### config.mk
export PLATFORM = sky130hd
export DESIGN_NAME = ipc_message_fragmenter_unit
export DESIGN_NICKNAME = d
export VERILOG_FILES = /design/src/design/imf_pkg.sv /design/src/design/ipc_message_fragmenter_unit.sv /design/src/design/imf_framer.sv /design/src/design/imf_serializer.sv
export SDC_FILE = /design/constraint.sdc
export NUM_CORES = 1
export LEC_CHECK = 0
export ABC_CLOCK_PERIOD_IN_PS = 11200
export BUFFER_PORTS_ARGS = -buffer_cell sky130_fd_sc_hd__buf_2
export CAP_MARGIN = 20
export CORE_ASPECT_RATIO = 0.6
export CORE_UTILIZATION = 55
export DETAILED_ROUTE_END_ITERATION = 6
export HOLD_SLACK_MARGIN = 0.08
export PLACE_DENSITY = 0.74
export SLEW_MARGIN = 20
export SYNTH_ARGS = -nofsm -noshare
export SYNTH_HDL_FRONTEND = slang
export SYNTH_SLANG_ARGS = --single-unit
### constraint.sdc
create_clock -name clk_i -period 11.2 [get_ports clk_i]
set_clock_uncertainty 0.15 [all_clocks]
set_input_delay 0 -clock clk_i [delete_from_list [all_inputs] [get_ports clk_i]]
set_output_delay 0 -clock clk_i [all_outputs]
set_load 0.01 [all_outputs]
### src/design/imf_pkg.sv
// ----------------------------------------------------------------------------
// imf_pkg
// Shared types and constants of the message fragmenter: header sizes, the
// register map, the configuration bundle and the per-request run record.
// ----------------------------------------------------------------------------
package imf_pkg;

  // Header sizes and the smallest usable fragment size
  localparam logic [15:0] FirstHdrLen = 16'd10;
  localparam logic [15:0] NextHdrLen  = 16'd6;
  localparam logic [15:0] MinFrag     = 16'd18;

  // Most result bytes caused by one request: a first header plus the payload byte
  localparam int unsigned RunBytes = 11;
  localparam int unsigned RunCntW  = $clog2(RunBytes + 1);

  localparam logic [RunCntW-1:0] RunFirstLen = RunCntW'(11);
  localparam logic [RunCntW-1:0] RunNextLen  = RunCntW'(7);
  localparam logic [RunCntW-1:0] RunDataLen  = RunCntW'(1);

  // Configuration register map
  localparam int unsigned CfgIdxW  = 2;
  localparam int unsigned CfgDataW = 16;

  localparam logic [CfgIdxW-1:0] RegMaxFragSize = 2'd0;
  localparam logic [CfgIdxW-1:0] RegOpcode      = 2'd1;
  localparam logic [CfgIdxW-1:0] RegFirstExtOp  = 2'd2;
  localparam logic [CfgIdxW-1:0] RegNextExtOp   = 2'd3;

  localparam logic [15:0] MaxFragReset    = 16'd6144;
  localparam logic [7:0]  OpcodeReset     = 8'd3;
  localparam logic [7:0]  FirstExtOpReset = 8'd12;
  localparam logic [7:0]  NextExtOpReset  = 8'd8;

  typedef struct packed {
    logic [15:0] max_frag;
    logic [7:0]  opcode;
    logic [7:0]  first_ext;
    logic [7:0]  next_ext;
  } cfg_t;

  // Bytes of one request in send order, lowest entry first
  typedef struct packed {
    logic [RunBytes-1:0][7:0] data;
    logic [RunCntW-1:0]       count;
    logic                     eof;
    logic                     eom;
  } run_t;

endpackage

### src/design/ipc_message_fragmenter_unit.sv
// ----------------------------------------------------------------------------
// ipc_message_fragmenter_unit
// Splits messages into framed fragments with inserted headers.
// ----------------------------------------------------------------------------
// Each accepted request carries one payload byte; the opening request of a
// message also carries its length and stream id. When no header falls due
// and the sink is ready, payload streams at one byte per cycle. A request
// that opens a fragment first sends its header: ten bytes for the first
// fragment, six for each later one. The output byte shifter sends one byte
// per cycle while the sink is ready. An opening request with length zero is
// dropped without results. Configuration is written through a plain write
// port; the user must write it only while no message is in flight, as the
// block itself does not enforce this.
module ipc_message_fragmenter_unit (
  input  logic        clk_i,
  input  logic        rst_ni,
  // Configuration write port
  input  logic        cfg_we_i,
  input  logic [1:0]  cfg_idx_i,
  input  logic [15:0] cfg_data_i,
  // Request stream
  input  logic        s_axis_tvalid,
  output logic        s_axis_tready,
  // [7:0] payload_byte, [39:8] message_length, [71:40] stream_ident
  input  logic [71:0] s_axis_tdata,
  // Frame byte stream
  output logic        m_axis_tvalid,
  input  logic        m_axis_tready,
  // [7:0] frame_byte
  output logic [7:0]  m_axis_tdata,
  // last_of_run
  output logic        m_axis_tlast,
  // [0] end_of_frame, [1] end_of_message
  output logic [1:0]  m_axis_tuser
);
  import imf_pkg::*;

  cfg_t cfg_q;
  run_t run;
  logic run_valid, run_ready;
  logic eof, eom;

  // Hold configuration registers
  always_ff @(posedge clk_i or negedge rst_ni) begin
    if (!rst_ni) begin
      cfg_q.max_frag  <= MaxFragReset;
      cfg_q.opcode    <= OpcodeReset;
      cfg_q.first_ext <= FirstExtOpReset;
      cfg_q.next_ext  <= NextExtOpReset;
    end else if (cfg_we_i) begin
      unique case (cfg_idx_i)
        RegMaxFragSize: cfg_q.max_frag  <= cfg_data_i;
        RegOpcode:      cfg_q.opcode    <= cfg_data_i[7:0];
        RegFirstExtOp:  cfg_q.first_ext <= cfg_data_i[7:0];
        RegNextExtOp:   cfg_q.next_ext  <= cfg_data_i[7:0];
        default:        cfg_q           <= cfg_q;
      endcase
    end
  end

  imf_framer u_framer (
    .clk_i       (clk_i),
    .rst_ni      (rst_ni),
    .cfg_i       (cfg_q),
    .in_valid_i  (s_axis_tvalid),
    .in_ready_o  (s_axis_tready),
    .in_byte_i   (s_axis_tdata[7:0]),
    .in_len_i    (s_axis_tdata[39:8]),
    .in_stream_i (s_axis_tdata[71:40]),
    .run_ready_i (run_ready),
    .run_valid_o (run_valid),
    .run_o       (run)
  );

  imf_serializer u_serializer (
    .clk_i       (clk_i),
    .rst_ni      (rst_ni),
    .run_valid_i (run_valid),
    .run_ready_o (run_ready),
    .run_i       (run),
    .out_valid_o (m_axis_tvalid),
    .out_ready_i (m_axis_tready),
    .out_byte_o  (m_axis_tdata),
    .out_last_o  (m_axis_tlast),
    .out_eof_o   (eof),
    .out_eom_o   (eom)
  );

  assign m_axis_tuser = {eom, eof};

endmodule

### src/design/imf_framer.sv
// ----------------------------------------------------------------------------
// imf_framer
// Input register and message state. Decides per request whether a first or a
// later fragment header falls due, builds the header bytes, patches the
// stream id into the payload and hands one run record to the serializer.
// ----------------------------------------------------------------------------
module imf_framer (
  input  logic             clk_i,
  input  logic             rst_ni,
  input  imf_pkg::cfg_t    cfg_i,
  input  logic             in_valid_i,
  output logic             in_ready_o,
  input  logic [7:0]       in_byte_i,
  input  logic [31:0]      in_len_i,
  input  logic [31:0]      in_stream_i,
  input  logic             run_ready_i,
  output logic             run_valid_o,
  output imf_pkg::run_t    run_o
);
  import imf_pkg::*;

  typedef enum logic [1:0] {
    HDR_NONE,
    HDR_FIRST,
    HDR_NEXT
  } hdr_e;

  // Input register
  logic        in_valid_q;
  logic [7:0]  in_byte_q;
  logic [31:0] in_len_q;
  logic [31:0] in_stream_q;

  // Message state
  logic [15:0] frag_cnt_q, frag_cnt_d;
  logic [31:0] msg_left_q, msg_left_d;
  logic [15:0] frag_left_q, frag_left_d;
  logic [3:0]  pos_q, pos_d;
  logic [31:0] stream_q, stream_d;

  logic        open_msg, drop, consume, push;
  logic [15:0] mx, cap_first, cap_next, flen, frag_eff, cnt_inc;
  logic        fits_first, fits_next;
  logic [31:0] msg_eff, stream_eff;
  logic [3:0]  pos_eff;
  logic [1:0]  sel;
  logic [7:0]  pay;
  hdr_e        hdr;

  // Drop a zero-length opening request, otherwise wait for the serializer
  assign open_msg    = (msg_left_q == 32'd0);
  assign drop        = open_msg && (in_len_q == 32'd0);
  assign consume     = in_valid_q && (drop || run_ready_i);
  assign push        = in_valid_q && !drop && run_ready_i;
  assign in_ready_o  = !in_valid_q || consume;
  assign run_valid_o = push;

  // Fragment capacities
  assign mx         = (cfg_i.max_frag < MinFrag) ? MinFrag : cfg_i.max_frag;
  assign cap_first  = mx - FirstHdrLen;
  assign cap_next   = mx - NextHdrLen;
  assign fits_first = (in_len_q <= {16'd0, cap_first});
  assign fits_next  = (msg_left_q <= {16'd0, cap_next});
  assign cnt_inc    = frag_cnt_q + 16'd1;

  // Pick header and effective state for this request
  always_comb begin
    hdr        = HDR_NONE;
    msg_eff    = msg_left_q;
    frag_eff   = frag_left_q;
    pos_eff    = pos_q;
    stream_eff = stream_q;
    frag_cnt_d = frag_cnt_q;
    flen       = mx;
    if (open_msg) begin
      hdr        = HDR_FIRST;
      msg_eff    = in_len_q;
      pos_eff    = 4'd0;
      stream_eff = in_stream_q;
      frag_cnt_d = (cnt_inc == 16'd0) ? 16'd1 : cnt_inc;
      if (fits_first) begin
        frag_eff = in_len_q[15:0];
        flen     = in_len_q[15:0] + FirstHdrLen;
      end else begin
        frag_eff = cap_first;
      end
    end else if (frag_left_q == 16'd0) begin
      hdr = HDR_NEXT;
      if (fits_next) begin
        frag_eff = msg_left_q[15:0];
        flen     = msg_left_q[15:0] + NextHdrLen;
      end else begin
        frag_eff = cap_next;
      end
    end
  end

  // Overwrite payload bytes 4 to 7 with a nonzero stream id, big-endian
  assign sel = 2'd3 - pos_eff[1:0];
  always_comb begin
    pay   = in_byte_q;
    pos_d = pos_eff;
    if (pos_eff < 4'd8) begin
      if (pos_eff >= 4'd4 && stream_eff != 32'd0) begin
        pay = stream_eff[{sel, 3'b000} +: 8];
      end
      pos_d = pos_eff + 4'd1;
    end
  end

  assign frag_left_d = frag_eff - 16'd1;
  assign msg_left_d  = msg_eff - 32'd1;
  assign stream_d    = stream_eff;

  // Assemble the run record
  always_comb begin
    run_o.data    = '0;
    run_o.count   = RunDataLen;
    run_o.eof     = (frag_left_d == 16'd0);
    run_o.eom     = (msg_left_d == 32'd0);
    run_o.data[0] = flen[15:8];
    run_o.data[1] = flen[7:0];
    run_o.data[2] = cfg_i.opcode;
    unique case (hdr)
      HDR_FIRST: begin
        run_o.count    = RunFirstLen;
        run_o.data[3]  = cfg_i.first_ext;
        run_o.data[4]  = in_len_q[31:24];
        run_o.data[5]  = in_len_q[23:16];
        run_o.data[6]  = in_len_q[15:8];
        run_o.data[7]  = in_len_q[7:0];
        run_o.data[8]  = frag_cnt_d[15:8];
        run_o.data[9]  = frag_cnt_d[7:0];
        run_o.data[10] = pay;
      end
      HDR_NEXT: begin
        run_o.count   = RunNextLen;
        run_o.data[3] = cfg_i.next_ext;
        run_o.data[4] = frag_cnt_q[15:8];
        run_o.data[5] = frag_cnt_q[7:0];
        run_o.data[6] = pay;
      end
      default: begin
        run_o.count   = RunDataLen;
        run_o.data[0] = pay;
      end
    endcase
  end

  // Hold the input request until it is consumed
  always_ff @(posedge clk_i or negedge rst_ni) begin
    if (!rst_ni) begin
      in_valid_q <= 1'b0;
    end else if (in_ready_o) begin
      in_valid_q <= in_valid_i;
    end
  end

  always_ff @(posedge clk_i) begin
    if (in_ready_o && in_valid_i) begin
      in_byte_q   <= in_byte_i;
      in_len_q    <= in_len_i;
      in_stream_q <= in_stream_i;
    end
  end

  // Advance message state on every pushed request
  always_ff @(posedge clk_i or negedge rst_ni) begin
    if (!rst_ni) begin
      frag_cnt_q  <= '0;
      msg_left_q  <= '0;
      frag_left_q <= '0;
      pos_q       <= '0;
      stream_q    <= '0;
    end else if (push) begin
      frag_cnt_q  <= frag_cnt_d;
      msg_left_q  <= msg_left_d;
      frag_left_q <= frag_left_d;
      pos_q       <= pos_d;
      stream_q    <= stream_d;
    end
  end

endmodule

### src/design/imf_serializer.sv
// ----------------------------------------------------------------------------
// imf_serializer
// Output byte shifter. Loads one run record and sends its bytes one per cycle
// while the sink is ready; takes the next record in the cycle its last byte is accepted.
// ----------------------------------------------------------------------------
module imf_serializer (
  input  logic           clk_i,
  input  logic           rst_ni,
  input  logic           run_valid_i,
  output logic           run_ready_o,
  input  imf_pkg::run_t  run_i,
  output logic           out_valid_o,
  input  logic           out_ready_i,
  output logic [7:0]     out_byte_o,
  output logic           out_last_o,
  output logic           out_eof_o,
  output logic           out_eom_o
);
  import imf_pkg::*;

  logic [RunBytes-1:0][7:0] buf_q;
  logic [RunCntW-1:0]       left_q;
  logic                     eof_q;
  logic                     eom_q;
  logic                     fire;

  assign out_valid_o = (left_q != '0);
  assign out_last_o  = (left_q == RunCntW'(1));
  assign fire        = out_valid_o && out_ready_i;
  assign run_ready_o = !out_valid_o || (out_last_o && out_ready_i);
  assign out_byte_o  = buf_q[0];
  assign out_eof_o   = out_last_o && eof_q;
  assign out_eom_o   = out_last_o && eom_q;

  // Count remaining bytes of the current run
  always_ff @(posedge clk_i or negedge rst_ni) begin
    if (!rst_ni) begin
      left_q <= '0;
    end else if (run_valid_i) begin
      left_q <= run_i.count;
    end else if (fire) begin
      left_q <= left_q - RunCntW'(1);
    end
  end

  // Load a new run or shift out the sent byte
  always_ff @(posedge clk_i) begin
    if (run_valid_i) begin
      buf_q <= run_i.data;
      eof_q <= run_i.eof;
      eom_q <= run_i.eom;
    end else if (fire) begin
      buf_q <= buf_q >> 8;
    end
  end

endmodule

Yosys cells after proc, flatten, opt, wreduce, memory -nomap -nowiden
Cells that the tools add are included.
- word-level logic and storage cells: 107
- register bits after elaboration: 307
- output and inout port bits: 13
- equality and inequality tests: 6
- magnitude comparators: 5
- add/subtract/negate cells: 10
- shift operators: 1
- reductions and logical operators: 31
- multiplexer cells: 27
- operators with widths (cell ; count):
    16-bit two-way mux ; 11
    88-bit two-way mux ; 2
    32-bit logical NOT ; 3
    32-bit two-way mux ; 3
    32-bit by 16-bit less-or-equal comparator with 1-bit output ; 2
    32-bit one-hot mux with 2 select lines ; 1
    16-bit logical NOT ; 3
    32-bit nonzero test ; 1
    32-bit by 6-bit indexed part select with 8-bit output ; 1
    32-bit by 1-bit subtractor with 32-bit output (second input constant) ; 1
    8-bit two-way mux ; 3
    16-bit by 1-bit adder with 16-bit output (second input constant) ; 1
    16-bit by 3-bit adder with 16-bit output (second input constant) ; 1
    16-bit by 4-bit adder with 16-bit output (second input constant) ; 1
    16-bit by 5-bit < comparator with 1-bit output (second input constant) ; 1
    4-bit two-way mux ; 4
    16-bit by 1-bit subtractor with 16-bit output (second input constant) ; 1
    16-bit by 3-bit subtractor with 16-bit output (second input constant) ; 1
    16-bit by 4-bit subtractor with 16-bit output (second input constant) ; 1
    1-bit logical AND ; 10
    4-bit one-hot mux with 2 select lines ; 1
    2-bit AND reduction ; 4
    2-bit == test (second input constant) ; 3
    4-bit by 1-bit adder with 4-bit output (second input constant) ; 1
    13 further kinds ; 19

Logic depth before layout (Yosys ltp)
- word-level depth: 9
- depth in mapped cells: 29
- gate-level depth less buffers: 26

Hierarchy
A second synthesis with hierarchy kept.
- cell total of the unflattened synthesis: 1704
- area, all modules: 17902.2 um2
- modules (own cells, without submodules) (module ; instances ; area each (um2) ; cells each):
    imf_framer ; 1 ; 12293.0 ; 1384
    imf_serializer ; 1 ; 4083.9 ; 233
    ipc_message_fragmenter_unit ; 1 ; 1525.2 ; 87

Worst setup path before layout
Ideal clock, no wire load.
- path type: register -> register
- from: reg cfg_q[33] (netlist bit)
- to: reg u_serializer.eof_q (data pin)
- stages on the path, launching flop included: 29
- arrival: 5.869 ns
- buffers on the path: 3
- setup slack: 4.922 ns
- setup time: 0.259 ns
- cells stage by stage: dfrtp_1 > clkbuf_1 > nor4_2 > and4_1 > buf_2 > a21o_1 > inv_1 > ha_1 > nor2b_1 > nor2_1 > nand3_1 > nor2b_1 > a21boi_0 > inv_1 > ha_1 > nand4_1 > or2_1 > a211o_1 > a31oi_1 > clkbuf_1 > o21ai_0 > o21ai_0 > or2_2 > ha_1 > inv_1 > or2_4 > or4_1 > o211ai_1 > nor4_2
- RTL lines (item ; RTL line ; RTL):
    start, declared ; ipc_message_fragmenter_unit.sv:38 ; cfg_t cfg_q;
    start signal, assigned ; ipc_message_fragmenter_unit.sv:56 ; default: cfg_q <= cfg_q;
    end signal, assigned ; imf_serializer.sv:50 ; eof_q <= run_i.eof;
    end, declared ; imf_serializer.sv:23 ; logic eof_q;

==> impl_metrics.csv <==
group,metric,value,unit
finish,areaGrowthSynthToFinish,20.8,%
worst_setup_path,crit_arrival,8.63,ns
worst_setup_path,critical_path_class,"register to register",
sta,tightest_slew,1.18,ns
global_routing,antenna_found_initial,5,
finish,final_cells,2444,
pwr,power.switching,2120,uW
die,start_util,56.2,%
cts,clk_latency,0.59,ns
sta,report.final.slew_viol_count,0,
die,die_h,140,um
synth,synth_cell_types,88,
sta,hold_violations,0,
global_routing,grt_usage,41.1,%
place,hpwl,45900,um
pwr,power_per_cell_area,235,nW/um2
pwr,swShare,42.5,%
worst_setup_path,slowest_stage,"a31oi_1",
pwr,p_leak,0.00838,uW
sta,period_minus_slack,8.44,ns
die,rows,50,
place,pre_cts_ws,3.09,ns
synth,avgSynthCellArea,9.89,um2
run_status,violations,"DRC",
cts,clockBufferDepth,3,
synth,yosys.area_share.simple,17.9,%
synth,synth_top_family_by_area,"simple AND/OR/NAND/NOR gates",
pwr,p_comb_share,39.2,%
pwr,seq_power_share,40.0,%
hold_path,worstHoldPathType,"input pin to register",
flow_run,maxCapViolations,0,
pwr,internal_power,2860,uW
finish,mostFrequentLayoutCell,"nand2_1",
sta,setup_ws,2.76,ns
pwr,clockPowerShare,20.8,%
place,io_buffers,107,
cts,cts_tree,"yes",
detailed_routing,vias,16100,
run_status,status,"finished with violations",
sta,setup_viol,0,
synth,synthMuxAreaShare,6.80,%
synth,synth_cells,1777,
synth,yosys_warnings,0,
finish,utilization,67.9,%
detailed_routing,ant_nets,0,
sta,fin_setup_tns,0,ns
global_routing,grt_pass1_wl,97700,um
finish,layout.nets,2143,
die,die_width,233,um
hold_path,min-delay-start,"cfg_data_i[3]",
synth,synth-adder-area-share,3.20,%
detailed_routing,drt_iter0_drc,2391,
pwr,ir_drop,0.178,mV
synth,synth_compound_area_share,15.6,%
synth,ys_seq_elements,307,
sta,min_period_over_period,75.4,%
worst_setup_path,cp_max_fo,13,
cts,cts.sinks,307,
place,dp.cells,2198,
place,gp_congestion,1.03,
synth,seq_area_frac_synth,48.4,%
worst_setup_path,worst_ep_required_time,11.38,ns
die,ioPinCount,108,
synth,synth_edf_count,162,
cts,clkTransAtPathRegs,0.08,ns
detailed_routing,routedWlPerCell,27.5,um
cts,h-tree-depth,1,
cts,clock-root-buffer,"clkbuf_16",
detailed_routing,drc,4,
detailed_routing,viasPerCell,6.58,
sta,fmax,118,MHz
synth,synth_xor_xnor_area_share,4.38,%
worst_setup_path,startpoint,"cfg_q[32]",
synth,mappedNetlistNets,1917,
finish,drive_gt1_share,15.0,%
sta,relSlewSlack,20.7,%
die,dieArea,32700,um2
sta,grt_setup_unrepaired,"false",
finish,layout_common_cells,"246 x nand2_1, 190 x dlygate4sd3_1, 162 x edfxtp_1, 151 x o21ai_0, 138 x dfrtp_1",
worst_setup_path,crit_path_end_kind,"register",
die,core,31300,um2
worst_setup_path,rr_startpoint,"cfg_q[32]",
global_routing,grt_pass1_vias,15100,
detailed_routing,first_pass_iters,7,
synth,synth_ff_type,"edfxtp_1",
global_routing,grt_max_degree,113,
global_routing,overflow,0,
cts,cts_buffers,28,
synth,postSynth.asyncResetShare,47.2,%
detailed_routing,wl,67200,um
worst_setup_path,cp-start-kind,"register",
worst_setup_path,max_stage_delay,0.96,ns
synth,netlist_area,17600,um2
-- cell usage after synthesis, drive strengths merged (19+ instances only) --
master  number  area [um2]
o21ai      153         766
a21oi      104         521
mux2        83         935
nand4       28         175
or3         19         124
xor2        28         245
nand2      247         935
nor3        47         240
nor4        38         272
nor2       121         454
a31oi       27         169
ha          45         563
inv         33         124
dfrtp      138        3450
xnor2       60         526
edfxtp     162        4860
and3        28         175
clkbuf      92         347
buf         31         186
nand3       45         225
-- stage by stage --
step,hold slack [ns],instance area [um2],total power (uW)
floorplan,-0.446,17600,3090
global placement,-0.0645,18300,3720
detailed placement,-0.0505,18300,3760
CTS,0.0831,21200,4840
global route,0.126,21200,5170
finish,0.125,21200,4980
-- kinds of logic (layout without fill, tap and decap cells) --
family,count (synthesis),after routing
AOI/OAI and AO/OA,438,438
xor gates and xnor gates,88,88
adders and majority gates,45,45
buffers and inverters,156,404
DFF,307,307
muxes,99,99
other,0,3
and+or+nand+nor,644,644
-- cell type report --
class	count	area, um2
antenna	3	7.51
clock buffer	42	878
clock inverter	10	106
fill	2404	10000
inverter	33	125
multi-input combinational	1314	8460
sequential	307	8500
tap	416	520
timing repair buffer	319	2630
-- per-layer routing --
layer,vias to the layer above,global-route usage (%),wire [um]
li1,6999,-,-
met1,7825,61.1,28000
met2,1149,52.4,25800
met3,110,21.9,12100
met4,4,7.05,1220
met5,-,0,34
-- power by group through the flow --
stage	combinational [uW]	clock, uW	sequential, uW
3_5_place_dp	1790	0	1970
4_1_cts	1860	1030	1950
5_1_grt	2090	1070	2010
3_3_place_gp	1770	0	1960
2_1_floorplan	1350	0	1740
6_report	1960	1030	1990
-- state kept, by name, summed over array words and instances, names as in the netlist, 16 cells and up --
signal                count
u_framer.in_len_q        32
u_framer.frag_left_q     16
u_framer.in_stream_q     32
u_serializer.buf_q       80
u_framer.msg_left_q      32
cfg_q                    40
u_framer.frag_cnt_q      16
u_framer.stream_q        32
-- critical path: cells and delay by family, from the launching register on --
| kind | cells | cell delay (ns) |
|---|---|---|
| fa+ha+maj | 3 | 0.80 |
| buf+inv | 3 | 0.38 |
| simple gates | 12 | 3.46 |
| flops | 1 | 0.52 |
| compound gates | 7 | 2.85 |
-- timing repair --
action	in CTS	in global routing
resized for setup	0	0
setup buffers	0	0
endpoints found under the hold margin	201	0
hold buffers	191	0
-- path summary, 6_finish.rpt --
path | end | slack [ns] | cells after the start
worst min register to register | u_framer.stream_q[27] | 0.33 | 1
worst max register to register | u_serializer.eof_q | 2.76 | 25
worst max-delay path | u_serializer.eof_q | 2.76 | 25
max in group asynchronous | u_framer.stream_q[16] | 9.47 | 4
worst min-delay path | cfg_q[19] | 0.12 | 3
min in group asynchronous | cfg_q[35] | 0.43 | 3
Note: power is estimated with default switching activity, not from simulation.
